==> src/hdl/gee_pkg.sv <==
package gee_pkg;

	localparam int TIME_BITS  = 40;
	localparam int VALUE_BITS = 16;
	localparam int CODE_BITS  = 3;
	localparam int EXT_BITS   = 16;
	localparam int NUM_DET    = 4;

	localparam logic [EXT_BITS-1:0] EXT_RESET = EXT_BITS'(300);
	localparam int WINDOW_LEN = 3;

	// stream packing
	localparam int IN_BITS      = VALUE_BITS + CODE_BITS + TIME_BITS;
	localparam int IN_TDATA_W   = ((IN_BITS + 7) / 8) * 8;
	localparam int OUT_BITS     = 2 * TIME_BITS + VALUE_BITS;
	localparam int OUT_TDATA_W  = ((OUT_BITS + 7) / 8) * 8;

	// APB register map
	localparam int ADDR_BITS = 3;
	localparam logic REG_END_EXTENSION = 1'b0;

	typedef enum logic [1:0] {
		KIND_HIGH  = 2'd0,
		KIND_LOW   = 2'd1,
		KIND_VHIGH = 2'd2,
		KIND_VLOW  = 2'd3
	} kind_t;

	typedef logic signed [CODE_BITS-1:0] code_t;
	typedef logic [TIME_BITS-1:0]        time_t;
	typedef logic [VALUE_BITS-1:0]       value_t;

	// one closed event, ready for the output register
	typedef struct packed {
		kind_t  kind;
		time_t  ev_start;
		time_t  ev_end;
		value_t extreme;
		logic   last;
	} res_t;

	localparam code_t CODE_VHIGH = code_t'(2);
	localparam code_t CODE_VLOW  = code_t'(-2);

	function automatic logic qualifies(input kind_t kind, input code_t code);
		logic q;
		unique case (kind)
			KIND_HIGH:  q = (code > code_t'(0));
			KIND_LOW:   q = (code < code_t'(0));
			KIND_VHIGH: q = (code == CODE_VHIGH);
			KIND_VLOW:  q = (code == CODE_VLOW);
			default:    q = 1'b0;
		endcase
		return q;
	endfunction

	// high kinds keep the maximum, low kinds the minimum
	function automatic value_t pick(input kind_t kind, input value_t a, input value_t b);
		value_t r;
		if (kind == KIND_HIGH || kind == KIND_VHIGH) begin
			r = (a > b) ? a : b;
		end else begin
			r = (a < b) ? a : b;
		end
		return r;
	endfunction

	function automatic time_t sat_add(input time_t t, input logic [EXT_BITS-1:0] ext);
		logic [TIME_BITS:0] sum;
		sum = {1'b0, t} + {{(TIME_BITS+1-EXT_BITS){1'b0}}, ext};
		return sum[TIME_BITS] ? {TIME_BITS{1'b1}} : sum[TIME_BITS-1:0];
	endfunction

endpackage

==> src/hdl/gee_detect.sv <==
module gee_detect (
	input  logic                             clk,
	input  logic                             arst_n,
	input  logic                             in_valid,
	output logic                             in_ready,
	input  gee_pkg::value_t                  in_value,
	input  gee_pkg::code_t                   in_code,
	input  gee_pkg::time_t                   in_time,
	input  logic                             in_last,
	input  logic [gee_pkg::EXT_BITS-1:0]     end_ext,
	output logic                             res_valid,
	output gee_pkg::res_t                    res,
	input  logic                             res_take
);
	import gee_pkg::*;

	// sample history and record state
	time_t  times_q [3];
	code_t  codes_q [2];
	value_t values_q [2];
	logic [1:0] seen_q;
	logic [NUM_DET-1:0] act_q;

	// open event bookkeeping (no reset, only read while active)
	time_t  det_start_q [NUM_DET];
	time_t  det_end_q   [NUM_DET];
	value_t det_ext_q   [NUM_DET];

	// pending results: window closes drain before record-end closes
	logic [NUM_DET-1:0] pend_a_q, pend_b_q;
	time_t  rs_start_q [NUM_DET];
	time_t  rs_end_q   [NUM_DET];
	value_t rs_ext_q   [NUM_DET];

	logic [NUM_DET-1:0] act_n, close_a, close_b;
	time_t  start_n [NUM_DET];
	time_t  end_n   [NUM_DET];
	value_t ext_n   [NUM_DET];
	time_t  rstart  [NUM_DET];
	time_t  rend    [NUM_DET];
	value_t rext    [NUM_DET];
	logic   accept;

	// next detector state for the incoming sample
	always_comb begin
		kind_t k;
		logic  q0, q1, q2;
		act_n   = act_q;
		close_a = '0;
		close_b = '0;
		for (int d = 0; d < NUM_DET; d++) begin
			k = kind_t'(2'(d));
			q0 = qualifies(k, codes_q[0]);
			q1 = qualifies(k, codes_q[1]);
			q2 = qualifies(k, in_code);
			start_n[d] = det_start_q[d];
			end_n[d]   = det_end_q[d];
			ext_n[d]   = det_ext_q[d];
			if (seen_q >= 2'd2) begin
				if (!act_q[d]) begin
					if (q0 && q1 && q2) begin
						act_n[d]   = 1'b1;
						start_n[d] = times_q[1];
						end_n[d]   = in_time;
						ext_n[d]   = pick(k, pick(k, values_q[0], values_q[1]), in_value);
					end
				end else if (!q0 && !q1 && !q2) begin
					close_a[d] = 1'b1;
					act_n[d]   = 1'b0;
				end else begin
					end_n[d] = in_time;
					ext_n[d] = pick(k, det_ext_q[d], in_value);
				end
			end
			close_b[d] = in_last && act_n[d];
			// result entry: empty-window close ends at the sample before the window
			rstart[d] = close_a[d] ? det_start_q[d] : start_n[d];
			rend[d]   = sat_add(close_a[d] ? times_q[0] : end_n[d], end_ext);
			rext[d]   = close_a[d] ? det_ext_q[d] : ext_n[d];
		end
	end

	// output selection
	logic [NUM_DET-1:0] sel_mask, sel_one;
	logic [1:0]         sel_idx;
	logic [2*NUM_DET-1:0] pend_all, pend_left;

	always_comb begin
		sel_mask = (pend_a_q != '0) ? pend_a_q : pend_b_q;
		sel_one  = sel_mask & (~sel_mask + NUM_DET'(1));
		sel_idx  = '0;
		for (int d = NUM_DET - 1; d >= 0; d--) begin
			if (sel_mask[d]) begin
				sel_idx = 2'(d);
			end
		end
		pend_all  = {pend_b_q, pend_a_q};
		pend_left = (pend_a_q != '0) ? {pend_b_q, pend_a_q & ~sel_one}
		                             : {pend_b_q & ~sel_one, pend_a_q};
	end

	assign res_valid      = (pend_all != '0);
	assign res.kind       = kind_t'(sel_idx);
	assign res.ev_start   = rs_start_q[sel_idx];
	assign res.ev_end     = rs_end_q[sel_idx];
	assign res.extreme    = rs_ext_q[sel_idx];
	assign res.last       = (pend_left == '0);

	// take a sample when nothing waits, or the last waiting result leaves now
	assign in_ready = !res_valid || (res_take && res.last);
	assign accept   = in_valid && in_ready;

	always_ff @(posedge clk or negedge arst_n) begin
		if (!arst_n) begin
			times_q  <= '{default: '0};
			codes_q  <= '{default: '0};
			values_q <= '{default: '0};
			seen_q   <= '0;
			act_q    <= '0;
			pend_a_q <= '0;
			pend_b_q <= '0;
		end else begin
			if (accept) begin
				pend_a_q <= close_a;
				pend_b_q <= close_b;
				if (in_last) begin
					times_q  <= '{default: '0};
					codes_q  <= '{default: '0};
					values_q <= '{default: '0};
					seen_q   <= '0;
					act_q    <= '0;
				end else begin
					times_q[0]  <= times_q[1];
					times_q[1]  <= times_q[2];
					times_q[2]  <= in_time;
					codes_q[0]  <= codes_q[1];
					codes_q[1]  <= in_code;
					values_q[0] <= values_q[1];
					values_q[1] <= in_value;
					if (seen_q != 2'(WINDOW_LEN)) begin
						seen_q <= seen_q + 2'd1;
					end
					act_q <= act_n;
				end
			end else if (res_take) begin
				pend_a_q <= pend_left[NUM_DET-1:0];
				pend_b_q <= pend_left[2*NUM_DET-1:NUM_DET];
			end
		end
	end

	// event payload
	always_ff @(posedge clk) begin
		if (accept) begin
			for (int d = 0; d < NUM_DET; d++) begin
				det_start_q[d] <= start_n[d];
				det_end_q[d]   <= end_n[d];
				det_ext_q[d]   <= ext_n[d];
				rs_start_q[d]  <= rstart[d];
				rs_end_q[d]    <= rend[d];
				rs_ext_q[d]    <= rext[d];
			end
		end
	end

endmodule

==> src/hdl/glucose_excursion_event_detector.sv <==
// Each result passes the detector's pending registers, then the output register that drives m_tvalid.
// Throughput: one sample per cycle while no events wait; a sample that closes k events holds
// s_tready low until the last of them is taken, since the output port carries one event per cycle.
// Reset: arst_n clears history, detectors and waiting events at once;
// end_extension returns to 300.
module glucose_excursion_event_detector (
	input  logic                                clk,
	input  logic                                arst_n,
	// s_tdata: glucose_value, range_code, sample_time, zero pad
	input  logic                                s_tvalid,
	output logic                                s_tready,
	input  logic [gee_pkg::IN_TDATA_W-1:0]      s_tdata,
	input  logic                                s_tlast,
	// m_tdata: event start, event end, extreme_value; m_tuser: event_kind
	output logic                                m_tvalid,
	input  logic                                m_tready,
	output logic [gee_pkg::OUT_TDATA_W-1:0]     m_tdata,
	output logic [1:0]                          m_tuser,
	output logic                                m_tlast,
	input  logic                                psel,
	input  logic                                penable,
	input  logic                                pwrite,
	input  logic [gee_pkg::ADDR_BITS-1:0]       paddr,
	input  logic [31:0]                         pwdata,
	output logic [31:0]                         prdata,
	output logic                                pready
);
	import gee_pkg::*;

	logic [EXT_BITS-1:0] end_ext_q;
	logic                reg_sel;

	// configuration register
	assign pready  = 1'b1;
	assign reg_sel = (paddr[ADDR_BITS-1] == REG_END_EXTENSION);
	assign prdata  = reg_sel ? {{(32-EXT_BITS){1'b0}}, end_ext_q} : '0;

	always_ff @(posedge clk or negedge arst_n) begin
		if (!arst_n) begin
			end_ext_q <= EXT_RESET;
		end else if (psel && penable && pwrite && pready && reg_sel) begin
			end_ext_q <= pwdata[EXT_BITS-1:0];
		end
	end

	// input unpacking
	value_t in_value;
	code_t  in_code;
	time_t  in_time;

	assign in_value = s_tdata[VALUE_BITS-1:0];
	assign in_code  = s_tdata[VALUE_BITS+CODE_BITS-1:VALUE_BITS];
	assign in_time  = s_tdata[IN_BITS-1:VALUE_BITS+CODE_BITS];

	logic res_valid, res_take;
	res_t res;

	gee_detect u_detect (
		.clk      (clk),
		.arst_n   (arst_n),
		.in_valid (s_tvalid),
		.in_ready (s_tready),
		.in_value (in_value),
		.in_code  (in_code),
		.in_time  (in_time),
		.in_last  (s_tlast),
		.end_ext  (end_ext_q),
		.res_valid(res_valid),
		.res      (res),
		.res_take (res_take)
	);

	// output register
	logic m_valid_q;
	res_t out_q;

	assign res_take = res_valid && (!m_valid_q || m_tready);

	always_ff @(posedge clk or negedge arst_n) begin
		if (!arst_n) begin
			m_valid_q <= 1'b0;
		end else if (res_take) begin
			m_valid_q <= 1'b1;
		end else if (m_tready) begin
			m_valid_q <= 1'b0;
		end
	end

	always_ff @(posedge clk) begin
		if (res_take) begin
			out_q <= res;
		end
	end

	assign m_tvalid = m_valid_q;
	assign m_tuser  = out_q.kind;
	assign m_tlast  = out_q.last;
	assign m_tdata  = OUT_TDATA_W'({out_q.extreme, out_q.ev_end, out_q.ev_start});

endmodule

==> config.mk <==
export PLATFORM = sky130hd
export DESIGN_NAME = glucose_excursion_event_detector
export DESIGN_NICKNAME = d
export VERILOG_FILES = /design/src/hdl/gee_pkg.sv /design/src/hdl/gee_detect.sv /design/src/hdl/glucose_excursion_event_detector.sv
export SDC_FILE = /design/constraint.sdc
export NUM_CORES = 2
export LEC_CHECK = 0
export ABC_CLOCK_PERIOD_IN_PS = 28800
export BUFFER_PORTS_ARGS = -buffer_cell sky130_fd_sc_hd__buf_2
export CORE_MARGIN = 2
export CORE_UTILIZATION = 36
export CTS_CLUSTER_DIAMETER = 80
export DETAILED_ROUTE_END_ITERATION = 8
export PLACE_DENSITY = 0.48
export SLEW_MARGIN = 10
export SYNTH_ARGS = -nofsm -noshare
export SYNTH_HDL_FRONTEND = slang
export SYNTH_SLANG_ARGS = --single-unit
export TNS_END_PERCENT = 100
==> constraint.sdc <==
create_clock -name clk -period 28.8 [get_ports clk]
set_input_delay 7.2 -clock clk [delete_from_list [all_inputs] [get_ports clk]]
set_output_delay 7.2 -clock clk [all_outputs]
set_load 0.03 [all_outputs]
==> flow_summary_export.csv <==
group,metric,value,unit
finish,n_fill_cell,15000,
yosys,synthTopCellsByArea,"edfxtp_1 (46%), mux2_2 (9.2%), dfrtp_1 (8.2%)",
setup_path,cpPeakStageDelay,0.21,ns
clock_tree,cts_resized,0,
power_and_ir_drop,ir_worst_vdd,0.0474,mV
drt,totalWireLength,176000,um
setup_path,cp_max_fo,4,
placed_design,dpl.hpwl,114000,um
run,maxCapViolations,0,
clock_tree,holdBufCountCts,0,
finish,drive_gt1_share,19.0,%
sta,worstMarginPinSlew,1.24,ns
placed_design,dp.cells,7076,
floorplan,core-area,156000,um2
yosys,async_reset_ff_share,17.9,%
floorplan,die_w,399,um
clock_tree,cts_sinks,1056,
setup_path,critical_path.startpoint_type,"input port",
sta,hold_viol_final,0,
clock_tree,path_clk_slew,0.06,ns
floorplan,die_y,399,um
yosys,syn_area,56300,um2
sta,clock.fmax,0.0664,GHz
clock_tree,cts_buffers,132,
setup_path,crit_buf_inv,2,
global_routing,gr-usage-all-layers,21.7,%
setup_path,crit_family,"buffers and inverters",
yosys,syn_area_per_cell,11.1,um2
finish,fin_area,63600,um2
yosys,synthDistinctLibCells,92,
sta,slew_violations,0,
power_and_ir_drop,power_leakage,0.0248,uW
yosys,synthTopCellsByCount,"nand2_1 (1058), edfxtp_1 (867), mux2_2 (458), clkbuf_1 (269), o21ai_0 (250)",
clock_tree,cts_setup_buffers,0,
power_and_ir_drop,pwr_density_cell,65.5,nW/um2
sta,rsz0062_at_grt,"no",
yosys,syn_inst,5072,
global_routing,grt_pass1_wl,258000,um
drt,wl_per_cell,24.1,um
clock_tree,clock_latency,0.79,ns
placed_design,port_buffers,200,
placed_design,dpl_cell_area,59200,um2
drt,postRouteAntennaNets,0,
setup_path,cp_common_cell,"buf_2",
drt,drc_errors,0,
placed_design,globalplace.congestion,0.857,
sta,clock-skew-final,0.0384,ns
global_routing,grt_max_degree,114,
yosys,yosysWarningCount,0,
sta,setup_tns,0,ns
setup_path,r2r_setup_slack,21.52,ns
floorplan,die-area,159000,um2
drt,drtIter0Drc,3471,
clock_tree,root_buffer,"clkbuf_16",
clock_tree,clockBufferDepth,3,
floorplan,placementRows,145,
yosys,synth_top_area_share,46.3,%
finish,area_delta_synth_final,13.0,%
floorplan,io_pins,241,
yosys,synth_edf_count,867,
yosys,synth_ff_type,"edfxtp_1",
setup_path,crit_chain,"buf_2, nand2b_1, a21o_1, buf_2",
yosys,yosysTopAreaCell,"edfxtp_1",
global_routing,grt_overflow_total,0,
drt,drt_pass1_iterations,6,
hold_path,hold_path_class,"flop to flop",
setup_path,arrival,7.86,ns
drt,via_per_inst,5.50,
setup_path,end_kind,"primary output",
clock_tree,cts_tree,"yes",
yosys,yosysMostFrequentCell,"nand2_1",
run_status,outcome,"finished, final reports clean",
sta,fin_crit_sh,52.3,%
sta,maxSlewHeadroom,17.4,%
setup_path,critPathRequiredTime,21.60,ns
global_routing,grt_pass1_vias,38300,
setup_path,slowest_stage,"a21o_1",
global_routing,antenna_found_initial,22,
yosys,ys_seq_area_share,54.7,%
floorplan,initial_core_util,36.1,%
finish,fin_nets,5438,
clock_tree,htreeDepth,4,
yosys,synth_seq_cells,1056,
finish,stdcell_count,7319,
sta,setup_viol,0,
drt,num_vias,40300,
setup_path,criticalPathCategory,"input port to primary output",
sta,min_period,15.06,ns
[area by class of cell]
type	count	area (um2)	area share, %
antenna	4	10.0	0.0157
clock buffer	187	3750	5.91
sequential	1056	30800	48.4
timing repair buffer	277	1620	2.54
tap	2058	2570	4.05
multi-input combinational	3600	23900	37.6
clock inverter	52	613	0.964
inverter	85	337	0.529
[final timing paths]
kind                                      from                       to  cells past startpoint
min                        u_detect.times_q[8]      u_detect.times_q[8]                      2
max in group asynchronous               arst_n    u_detect.values_q[15]                      3
max reg2reg                 u_detect.seen_q[1]  u_detect.rs_end_q[2][8]                     19
min reg2reg                u_detect.times_q[8]      u_detect.times_q[8]                      2
min in group asynchronous               arst_n     u_detect.times_q[47]                      1
max                                   m_tready                 s_tready                      4
[routing by layer]
metal	GRT usage [%]	wire, um	vias to the layer above
met1	31.8	83900	20100
met4	5.50	3520	8
met3	3.25	9280	222
met2	33.6	79400	1113
met5	0	53	-
li1	-	-	18800
[cell usage in the layout (no fill, tap or decap), types with 56 or more instances in the layout]
| master | count |
|---|---|
| a221o_1 | 126 |
| buf_4 | 76 |
| xor2_1 | 56 |
| nand2_1 | 1056 |
| nor2_1 | 179 |
| nand3_1 | 113 |
| nand2b_1 | 149 |
| ha_1 | 175 |
| edfxtp_1 | 867 |
| nand4_1 | 58 |
| o31ai_1 | 56 |
| and3_1 | 107 |
| a21o_1 | 62 |
| a31oi_1 | 173 |
| dfrtp_1 | 185 |
| buf_2 | 198 |
| mux2_2 | 458 |
| a21oi_1 | 100 |
| o21ai_0 | 250 |
| inv_1 | 82 |
| clkbuf_16 | 136 |
| xnor2_1 | 58 |
[registers in the layout, summed over array words and instances (netlist names)]
signal	cells
u_detect.det_end_q	160
u_detect.det_start_q	160
u_detect.rs_end_q	160
u_detect.rs_start_q	160
u_detect.times_q	120
m_tdata	96
u_detect.det_ext_q	64
u_detect.rs_ext_q	64
u_detect.values_q	32
end_ext_q	16
u_detect.codes_q	6
u_detect.act_q	4
u_detect.pend_a_q	4
u_detect.pend_b_q	4
m_tuser	2
u_detect.seen_q	2
m_tlast	1
m_tvalid	1
[metrics by stage]
step                setup slack (ns)  hold WS, ns  total power [uW]  util (%)
global route                   13.68        0.494              4340      40.8
detailed placement             13.72        0.471              2490      38.0
CTS                            13.71        0.484              4210      40.8
finish                         13.74        0.480              4160      40.8
global placement               13.73        0.462              2490      38.0
floorplan                      0.664        0.450              2330         -
[cells by family (layout without fill, tap and decap cells)]
logic type,Yosys count,count (layout),share of synthesized area (%)
AO/OA/AOI/OAI,939,939,11.5
XOR/XNOR,114,114,1.77
adder cells (fa/ha/maj),180,180,4.05
buffers and inverters,431,601,3.10
flip-flops,1056,1056,54.7
multiplexers,486,486,9.68
other,2,21,0.0134
AND/OR/NAND/NOR,1864,1864,15.2
[worst min-delay path, cell delays in order (launching register included)]
cell and delay (ns):
dfrtp_1 0.34, nand2_1 0.05, o21ai_0 0.06
[report_power, final]
| group | leakage, uW | switching [uW] | internal [uW] |
|---|---|---|---|
| Clock | 0.00212 | 684 | 1010 |
| Sequential | 0.0108 | 70.4 | 1790 |
| Combinational | 0.0119 | 373 | 230 |
| Total | 0.0248 | 1130 | 3030 |
(Power assumes the default switching activity.)
